File: src/design/wsag_pkg.sv
// Package for the weight scatter address generator: register codes, defaults and shared types.
package wsag_pkg;

  // Default core counts per layer kind
  localparam int unsigned CONV_CORES_DEF  = 8;
  localparam int unsigned DENSE_CORES_DEF = 16;

  // Configuration port geometry
  localparam int unsigned CFG_IDX_W  = 3;
  localparam int unsigned CFG_DATA_W = 16;

  // Register indexes
  localparam logic [CFG_IDX_W-1:0] REG_LAYER_KIND  = 3'd0;
  localparam logic [CFG_IDX_W-1:0] REG_NET_BASE    = 3'd1;
  localparam logic [CFG_IDX_W-1:0] REG_OUT_COUNT   = 3'd2;
  localparam logic [CFG_IDX_W-1:0] REG_IN_COUNT    = 3'd3;
  localparam logic [CFG_IDX_W-1:0] REG_FILTER_SIZE = 3'd4;

  // Layer kinds
  localparam logic KIND_DENSE = 1'b0;
  localparam logic KIND_CONV  = 1'b1;

  // Cycles the unit length pipeline needs after a register write
  localparam logic [1:0] SETTLE_CYCLES = 2'd2;

  // Layer settings seen by the scheduler
  typedef struct packed {
    logic        layer_kind;
    logic [15:0] net_base;
    logic [15:0] out_count;
    logic [15:0] unit_length;
  } cfg_t;

  // One tagged result
  typedef struct packed {
    logic [6:0]         core_select;
    logic [15:0]        core_addr;
    logic signed [15:0] value_out;
    logic               is_bias;
    logic               layer_done;
    logic               overrun;
  } tag_t;

endpackage

File: src/design/wsag_cfg.sv
// Configuration registers and the unit length pipeline.
module wsag_cfg (
  input  logic                               clk,
  input  logic                               rst,
  input  logic                               cfg_we,
  input  logic [wsag_pkg::CFG_IDX_W-1:0]     cfg_index,
  input  logic [wsag_pkg::CFG_DATA_W-1:0]    cfg_wdata,
  output wsag_pkg::cfg_t                     cfg,
  output logic                               start,
  output logic                               busy
);

  logic        layer_kind;
  logic [15:0] net_base;
  logic [15:0] out_count;
  logic [15:0] in_count;
  logic [7:0]  filter_size;
  logic [15:0] fs_sq;
  logic [15:0] unit_length;
  logic [1:0]  settle;

  // Register file, settle counter and two-step unit length product
  always_ff @(posedge clk) begin
    if (rst) begin
      layer_kind  <= wsag_pkg::KIND_DENSE;
      net_base    <= 16'd0;
      out_count   <= 16'd1;
      in_count    <= 16'd1;
      filter_size <= 8'd1;
      fs_sq       <= 16'd1;
      unit_length <= 16'd1;
      settle      <= 2'd0;
    end else begin
      fs_sq <= 16'(filter_size) * 16'(filter_size);
      unit_length <= (layer_kind == wsag_pkg::KIND_CONV) ? 16'(in_count * fs_sq) : in_count;
      if (cfg_we) begin
        unique case (cfg_index)
          wsag_pkg::REG_LAYER_KIND: begin
            layer_kind <= cfg_wdata[0];
            settle     <= wsag_pkg::SETTLE_CYCLES;
          end
          wsag_pkg::REG_NET_BASE: begin
            net_base <= cfg_wdata;
            settle   <= wsag_pkg::SETTLE_CYCLES;
          end
          wsag_pkg::REG_OUT_COUNT: begin
            out_count <= cfg_wdata;
            settle    <= wsag_pkg::SETTLE_CYCLES;
          end
          wsag_pkg::REG_IN_COUNT: begin
            in_count <= cfg_wdata;
            settle   <= wsag_pkg::SETTLE_CYCLES;
          end
          wsag_pkg::REG_FILTER_SIZE: begin
            filter_size <= cfg_wdata[7:0];
            settle      <= wsag_pkg::SETTLE_CYCLES;
          end
          default: begin
          end
        endcase
      end else if (settle != 2'd0) begin
        settle <= settle - 2'd1;
      end
    end
  end

  assign cfg.layer_kind  = layer_kind;
  assign cfg.net_base    = net_base;
  assign cfg.out_count   = out_count;
  assign cfg.unit_length = unit_length;

  // Counters reload the cycle after a write, once net_base is in place
  assign start = (settle == wsag_pkg::SETTLE_CYCLES);
  assign busy  = (settle != 2'd0);

endmodule

File: src/design/wsag_sched.sv
// Neuron, core and word counters with the per-word tagging logic.
module wsag_sched #(
  parameter int unsigned CONV_CORES  = wsag_pkg::CONV_CORES_DEF,
  parameter int unsigned DENSE_CORES = wsag_pkg::DENSE_CORES_DEF
) (
  input  logic               clk,
  input  logic               rst,
  input  wsag_pkg::cfg_t     cfg,
  input  logic               start,
  input  logic               step,
  input  logic signed [15:0] data_word,
  input  logic               restart,
  output wsag_pkg::tag_t     tag
);

  logic [15:0] neuron_index, neuron_index_next;
  logic [5:0]  core_index, core_index_next;
  logic [15:0] unit_base, unit_base_next;
  logic [15:0] word_index, word_index_next;
  logic        complete_flag, complete_flag_next;

  logic [15:0] eff_neuron;
  logic [5:0]  eff_core;
  logic [15:0] eff_base;
  logic [15:0] eff_word;
  logic        eff_complete;
  logic        over;
  logic        bias;
  logic [6:0]  cores;
  logic [6:0]  core_inc;
  logic [15:0] neuron_inc;
  logic        last;

  // Restart takes effect before the word is tagged
  always_comb begin
    eff_neuron   = restart ? 16'd0 : neuron_index;
    eff_core     = restart ? 6'd0 : core_index;
    eff_base     = restart ? cfg.net_base : unit_base;
    eff_word     = restart ? 16'd0 : word_index;
    eff_complete = restart ? 1'b0 : complete_flag;
  end

  // Tagging and next counter values
  always_comb begin
    cores      = (cfg.layer_kind == wsag_pkg::KIND_CONV) ? 7'(CONV_CORES) : 7'(DENSE_CORES);
    over       = eff_complete || (eff_neuron >= cfg.out_count);
    bias       = (eff_word == cfg.unit_length);
    core_inc   = {1'b0, eff_core} + 7'd1;
    neuron_inc = eff_neuron + 16'd1;
    last       = (neuron_inc == cfg.out_count);

    tag.value_out   = data_word;
    tag.core_select = over ? 7'd0 : core_inc;
    tag.core_addr   = over ? 16'd0 : (eff_base + eff_word);
    tag.is_bias     = !over && bias;
    tag.layer_done  = !over && bias && last;
    tag.overrun     = over;

    neuron_index_next  = eff_neuron;
    core_index_next    = eff_core;
    unit_base_next     = eff_base;
    word_index_next    = eff_word;
    complete_flag_next = eff_complete;
    if (!over) begin
      if (!bias) begin
        word_index_next = eff_word + 16'd1;
      end else begin
        word_index_next   = 16'd0;
        neuron_index_next = neuron_inc;
        if (core_inc >= cores) begin
          core_index_next = 6'd0;
          unit_base_next  = eff_base + cfg.unit_length + 16'd1;
        end else begin
          core_index_next = core_inc[5:0];
        end
        complete_flag_next = last;
      end
    end
  end

  // Counter registers
  always_ff @(posedge clk) begin
    if (rst || start) begin
      neuron_index  <= 16'd0;
      core_index    <= 6'd0;
      unit_base     <= cfg.net_base;
      word_index    <= 16'd0;
      complete_flag <= 1'b0;
    end else if (step) begin
      neuron_index  <= neuron_index_next;
      core_index    <= core_index_next;
      unit_base     <= unit_base_next;
      word_index    <= word_index_next;
      complete_flag <= complete_flag_next;
    end
  end

endmodule

File: src/design/weight_scatter_address_gen.sv
// Top level of the weight scatter address generator: input and result registers.
//
//   channel | signals                                            | direction
//   --------+----------------------------------------------------+----------
//   in      | in_valid, in_stall, data_word, restart             | sink
//   out     | out_valid, out_stall, core_select, core_addr,      | source
//           | value_out, is_bias, layer_done, overrun            |
//   cfg     | cfg_we, cfg_index, cfg_wdata                       | sink
//
// One word per cycle while in_stall is low; results leave through the result register.
// Counters update in the single step between the input and result registers.
// A write to a defined register holds in_stall while the unit length product settles.
// Reset (rst, synchronous) loads the register defaults and clears both stages.
// out_stall backs up into in_stall in the same cycle once the input register is full.
module weight_scatter_address_gen #(
  parameter int unsigned CONV_CORES  = wsag_pkg::CONV_CORES_DEF,
  parameter int unsigned DENSE_CORES = wsag_pkg::DENSE_CORES_DEF
) (
  input  logic                            clk,
  input  logic                            rst,
  input  logic                            cfg_we,
  input  logic [wsag_pkg::CFG_IDX_W-1:0]  cfg_index,
  input  logic [wsag_pkg::CFG_DATA_W-1:0] cfg_wdata,
  input  logic                            in_valid,
  output logic                            in_stall,
  input  logic signed [15:0]              data_word,
  input  logic                            restart,
  output logic                            out_valid,
  input  logic                            out_stall,
  output logic [6:0]                      core_select,
  output logic [15:0]                     core_addr,
  output logic signed [15:0]              value_out,
  output logic                            is_bias,
  output logic                            layer_done,
  output logic                            overrun
);

  wsag_pkg::cfg_t cfg;
  wsag_pkg::tag_t tag;
  logic           start;
  logic           busy;

  logic               in_full;
  logic signed [15:0] data_r;
  logic               restart_r;
  logic               step;
  logic               take;

  wsag_cfg u_cfg (
    .clk       (clk),
    .rst       (rst),
    .cfg_we    (cfg_we),
    .cfg_index (cfg_index),
    .cfg_wdata (cfg_wdata),
    .cfg       (cfg),
    .start     (start),
    .busy      (busy)
  );

  wsag_sched #(
    .CONV_CORES  (CONV_CORES),
    .DENSE_CORES (DENSE_CORES)
  ) u_sched (
    .clk       (clk),
    .rst       (rst),
    .cfg       (cfg),
    .start     (start),
    .step      (step),
    .data_word (data_r),
    .restart   (restart_r),
    .tag       (tag)
  );

  // Handshake: a word moves on when the result register is free or draining
  assign step     = in_full && (!out_valid || !out_stall);
  assign in_stall = busy || (in_full && !step);
  assign take     = in_valid && !in_stall;

  // Input register
  always_ff @(posedge clk) begin
    if (rst) begin
      in_full <= 1'b0;
    end else if (take) begin
      in_full <= 1'b1;
    end else if (step) begin
      in_full <= 1'b0;
    end
  end

  always_ff @(posedge clk) begin
    if (take) begin
      data_r    <= data_word;
      restart_r <= restart;
    end
  end

  // Result register
  always_ff @(posedge clk) begin
    if (rst) begin
      out_valid <= 1'b0;
    end else if (step) begin
      out_valid <= 1'b1;
    end else if (!out_stall) begin
      out_valid <= 1'b0;
    end
  end

  always_ff @(posedge clk) begin
    if (step) begin
      core_select <= tag.core_select;
      core_addr   <= tag.core_addr;
      value_out   <= tag.value_out;
      is_bias     <= tag.is_bias;
      layer_done  <= tag.layer_done;
      overrun     <= tag.overrun;
    end
  end

endmodule

File: config.mk
export PLATFORM = sky130hd
export DESIGN_NAME = weight_scatter_address_gen
export DESIGN_NICKNAME = d
export VERILOG_FILES = /design/src/design/wsag_pkg.sv /design/src/design/wsag_cfg.sv /design/src/design/wsag_sched.sv /design/src/design/weight_scatter_address_gen.sv
export SDC_FILE = /design/constraint.sdc
export NUM_CORES = 1
export LEC_CHECK = 0
export BUFFER_PORTS_ARGS = -buffer_cell sky130_fd_sc_hd__buf_2
export CAP_MARGIN = 20
export CORE_ASPECT_RATIO = 0.8
export CORE_MARGIN = 1
export CORE_UTILIZATION = 29
export CTS_CLUSTER_DIAMETER = 30
export DETAILED_ROUTE_END_ITERATION = 16
export GPL_ROUTABILITY_DRIVEN = 0
export SLEW_MARGIN = 5
export SYNTH_ARGS = -nofsm -noshare
export SYNTH_HDL_FRONTEND = slang
export SYNTH_SLANG_ARGS = --single-unit
File: constraint.sdc
create_clock -name clk -period 5.8 [get_ports clk]
set_input_delay 0.58 -clock clk [delete_from_list [all_inputs] [get_ports clk]]
set_output_delay 0.58 -clock clk [all_outputs]
set_load 0.05 [all_outputs]
==> qor.txt <==
share of layout cells above drive strength 1 -> 11.2%
Net Sw Frac -> 24.7%
origin of the worst setup path -> u_cfg.fs_sq[4]
Antenna diodes -> 0
Pre-antenna DRT Iters -> 7
post-synthesis cell count -> 1859
synthesized-area fraction occupied by adder cells -> 22.6%
CTS Sinks -> 206
Synth Cell Area -> 16200 µm²
drt total wl -> 43100 µm
status -> finished, final reports clean
RSZ-0062 raised after global routing -> no
leakage power -> 8.35 nW
Antenna Nets Post-Route -> 0
mux cell area share after synthesis -> 2.60%
IO Port Bufs -> 84
TritonCTS clock tree -> built
Fin Setup TNS -> 0 ns
critical path fanouts, max -> 12
core area -> 55200 µm²
Hold WC Path Type -> primary input to register
Clk pwr share -> 58.6%
CTS root buf -> clkbuf_16
RR Endpoint -> u_cfg.unit_length[13]
Synth Area in Compound Gates -> 11.6%
Synth Register Bits -> 206
Final Hold Fails -> 0
Chip Width -> 266 µm
chip height -> 213 µm
xor and xnor area share after synthesis -> 6.17%
Slew Limit Fails -> 0
GRT overflow -> 0
syn avg cell area -> 8.71 µm²
Net Sw Power -> 0.00124 W
top_reg_cell synth -> dfxtp_1
Worst Hold Path Cells -> 1
Critical Path Sink Type -> register
Clock Pin Slew Worst Setup and Hold Paths -> 0.05 ns
DP Worst Slack -> 0.285 ns
H-Tree Depth -> 2
commonest non-fill, non-tap cell in the layout -> nand2_1
Setup crit start kind -> register
Synth warnings -> 0
Worst R2R Path Depth -> 18
Avg WL per Cell -> 15.8 µm
worst vdd ir -> 0.000202 V
syn nets -> 2135
hold buffers post-CTS -> 0
Fillers -> 5616
full die area -> 56800 µm²
EDFF count, synth -> 75
area delta synth->final -> 18.8%
required time worst endpoint -> 6.19 ns
Final period util -> 94.7%
Critical Path AT -> 5.88 ns
Via density -> 4.80
total CTS buffers -> 47
Rel. slew slack -> 29.6%
clock period minus worst slack -> 5.49 ns
Iter 0 DRT Violations -> 832
area of the multi-input gates -> 10200 µm²
sequential share of the synthesized area -> 30.1%
clock buffer depth -> 3
max-cap violations -> 0
Final Skew -> 0.0346 ns
Worst Min Path Start -> data_word[1]
main combinational cell family by area after synthesis -> adder cells
fin nets -> 2218
via count -> 13.1k
WHS Endpoint -> data_r[1]
first-pass GRT wire length -> 68800 µm
post-synthesis cell type count -> 71
Ports -> 85
clk_lat worst skew -> 0.56 ns
setup slack after layout -> 0.310 ns
Power Dens Cells -> 262 nW/µm²
final setup violating endpoints -> 0
CP Class -> register to register
FF+latch area -> 4870 µm²
DR DRC count -> 0
Synth Area in Simple Gates -> 20.2%
design internal power -> 0.00380 W
DP HPWL -> 33100 µm
FMAX -> 182 MHz
initial antenna violation count -> 0
largest net degree at the start of global routing -> 76
r2r setup slk -> 0.31 ns
Total Routing Usage GR -> 15.1%
vias in the first global route -> 13.0k
R2R Path Start -> u_cfg.fs_sq[4]
starting density of the core -> 29.3%
part of the power in registers -> 31.9%
asr flop ratio synth -> 0%
part of the power in combinational logic -> 9.5%
commonest cells after routing, fill and taps aside -> nand2_1 (250), inv_1 (210), ha_1 (140)
Slew @ Worst Pin -> 1.05 ns
# rows -> 77
[power groups by stage]
stage          clock (W)  sequential (W)  combinational, W
2_1_floorplan          0         0.00168          0.000274
3_3_place_gp           0         0.00163          0.000467
3_5_place_dp           0         0.00164          0.000474
4_1_cts          0.00301         0.00161          0.000477
5_1_grt          0.00309         0.00161          0.000524
6_report         0.00296         0.00161          0.000478
[Yosys cell counts (all sizes together), types with 41 or more instances]
cell | n | area share, %
nand2 | 250 | 5.8
inv | 211 | 4.9
ha | 140 | 11
dfxtp | 131 | 16
a21oi | 125 | 3.9
nor2 | 119 | 2.8
and2 | 96 | 3.7
fa | 95 | 12
edfxtp | 75 | 14
xnor2 | 74 | 4.0
o21ai | 66 | 2.0
clkbuf | 61 | 1.4
nand3 | 41 | 1.3
[worst max-delay path by stage]
stage / cells past startpoint / endpoint
after detailed placement: 18 / u_cfg.unit_length[13]
after floorplan: 19 / u_cfg.unit_length[13]
after global routing: 18 / u_cfg.unit_length[13]
final: 18 / u_cfg.unit_length[13]
after CTS: 18 / u_cfg.unit_length[13]
after global placement: 18 / u_cfg.unit_length[13]
[through the flow]
stage | instances | total power, W | util (%) | hold WS (ns) | cell area (µm²)
global placement | 2643 | 0.00210 | 31.6 | 0.400 | 17500
detailed placement | 2643 | 0.00211 | 31.6 | 0.405 | 17500
finish | 2730 | 0.00504 | 34.8 | 0.210 | 19200
floorplan | 1859 | 0.00195 | - | 0.400 | 16200
CTS | 2730 | 0.00509 | 34.8 | 0.195 | 19200
global route | 2730 | 0.00523 | 34.8 | 0.191 | 19200
[per-layer routing]
layer  vias to the layer above  part of all wire, %  global-route usage (%)
li1                       6419                    -                       -
met1                      6303                   49                    21.8
met2                       334                   43                    23.1
met3                        57                  6.6                    2.88
met4                         0                  1.8                    3.80
met5                         -                    0                       0
[logic make-up (layout without fill, tap and decap cells)]
| group | count (synthesis) | after routing |
|---|---|---|
| flip-flops | 206 | 206 |
| other | 2 | 2 |
| adder cells (fa/ha/maj) | 235 | 235 |
| AO/OA/AOI/OAI | 304 | 304 |
| multiplexers | 40 | 40 |
| buffers and inverters | 288 | 409 |
| XOR/XNOR | 114 | 114 |
| AND/OR/NAND/NOR | 670 | 670 |
[critical path: stages, from the launching register on]
cell       delay, ns
dfxtp_1         0.42
and2_1          0.24
fa_1            0.54
inv_1           0.05
fa_1            0.47
inv_1           0.04
ha_1            0.19
fa_1            0.46
fa_1            0.54
inv_1           0.05
fa_1            0.52
inv_1           0.04
ha_1            0.23
a2111oi_1       0.54
nor3_1          0.15
a2111oi_0       0.50
xnor2_1         0.13
mux2i_1         0.15
nor2_1          0.05
[cell type report]
cell class | instances | share of cell area (%)
repair buffers | 111 | 3.24
inverters | 211 | 4.12
clock inverters | 28 | 2.52
clock buffers | 59 | 6.73
multi-input cells | 1365 | 53.2
flip-flops and latches | 206 | 25.3
well taps | 750 | 4.88
[what timing repair did]
item	in CTS	in global routing
resized for setup	0	1
setup endpoints to repair	0	1
setup buffers	0	0
(Power assumes the default switching activity.)
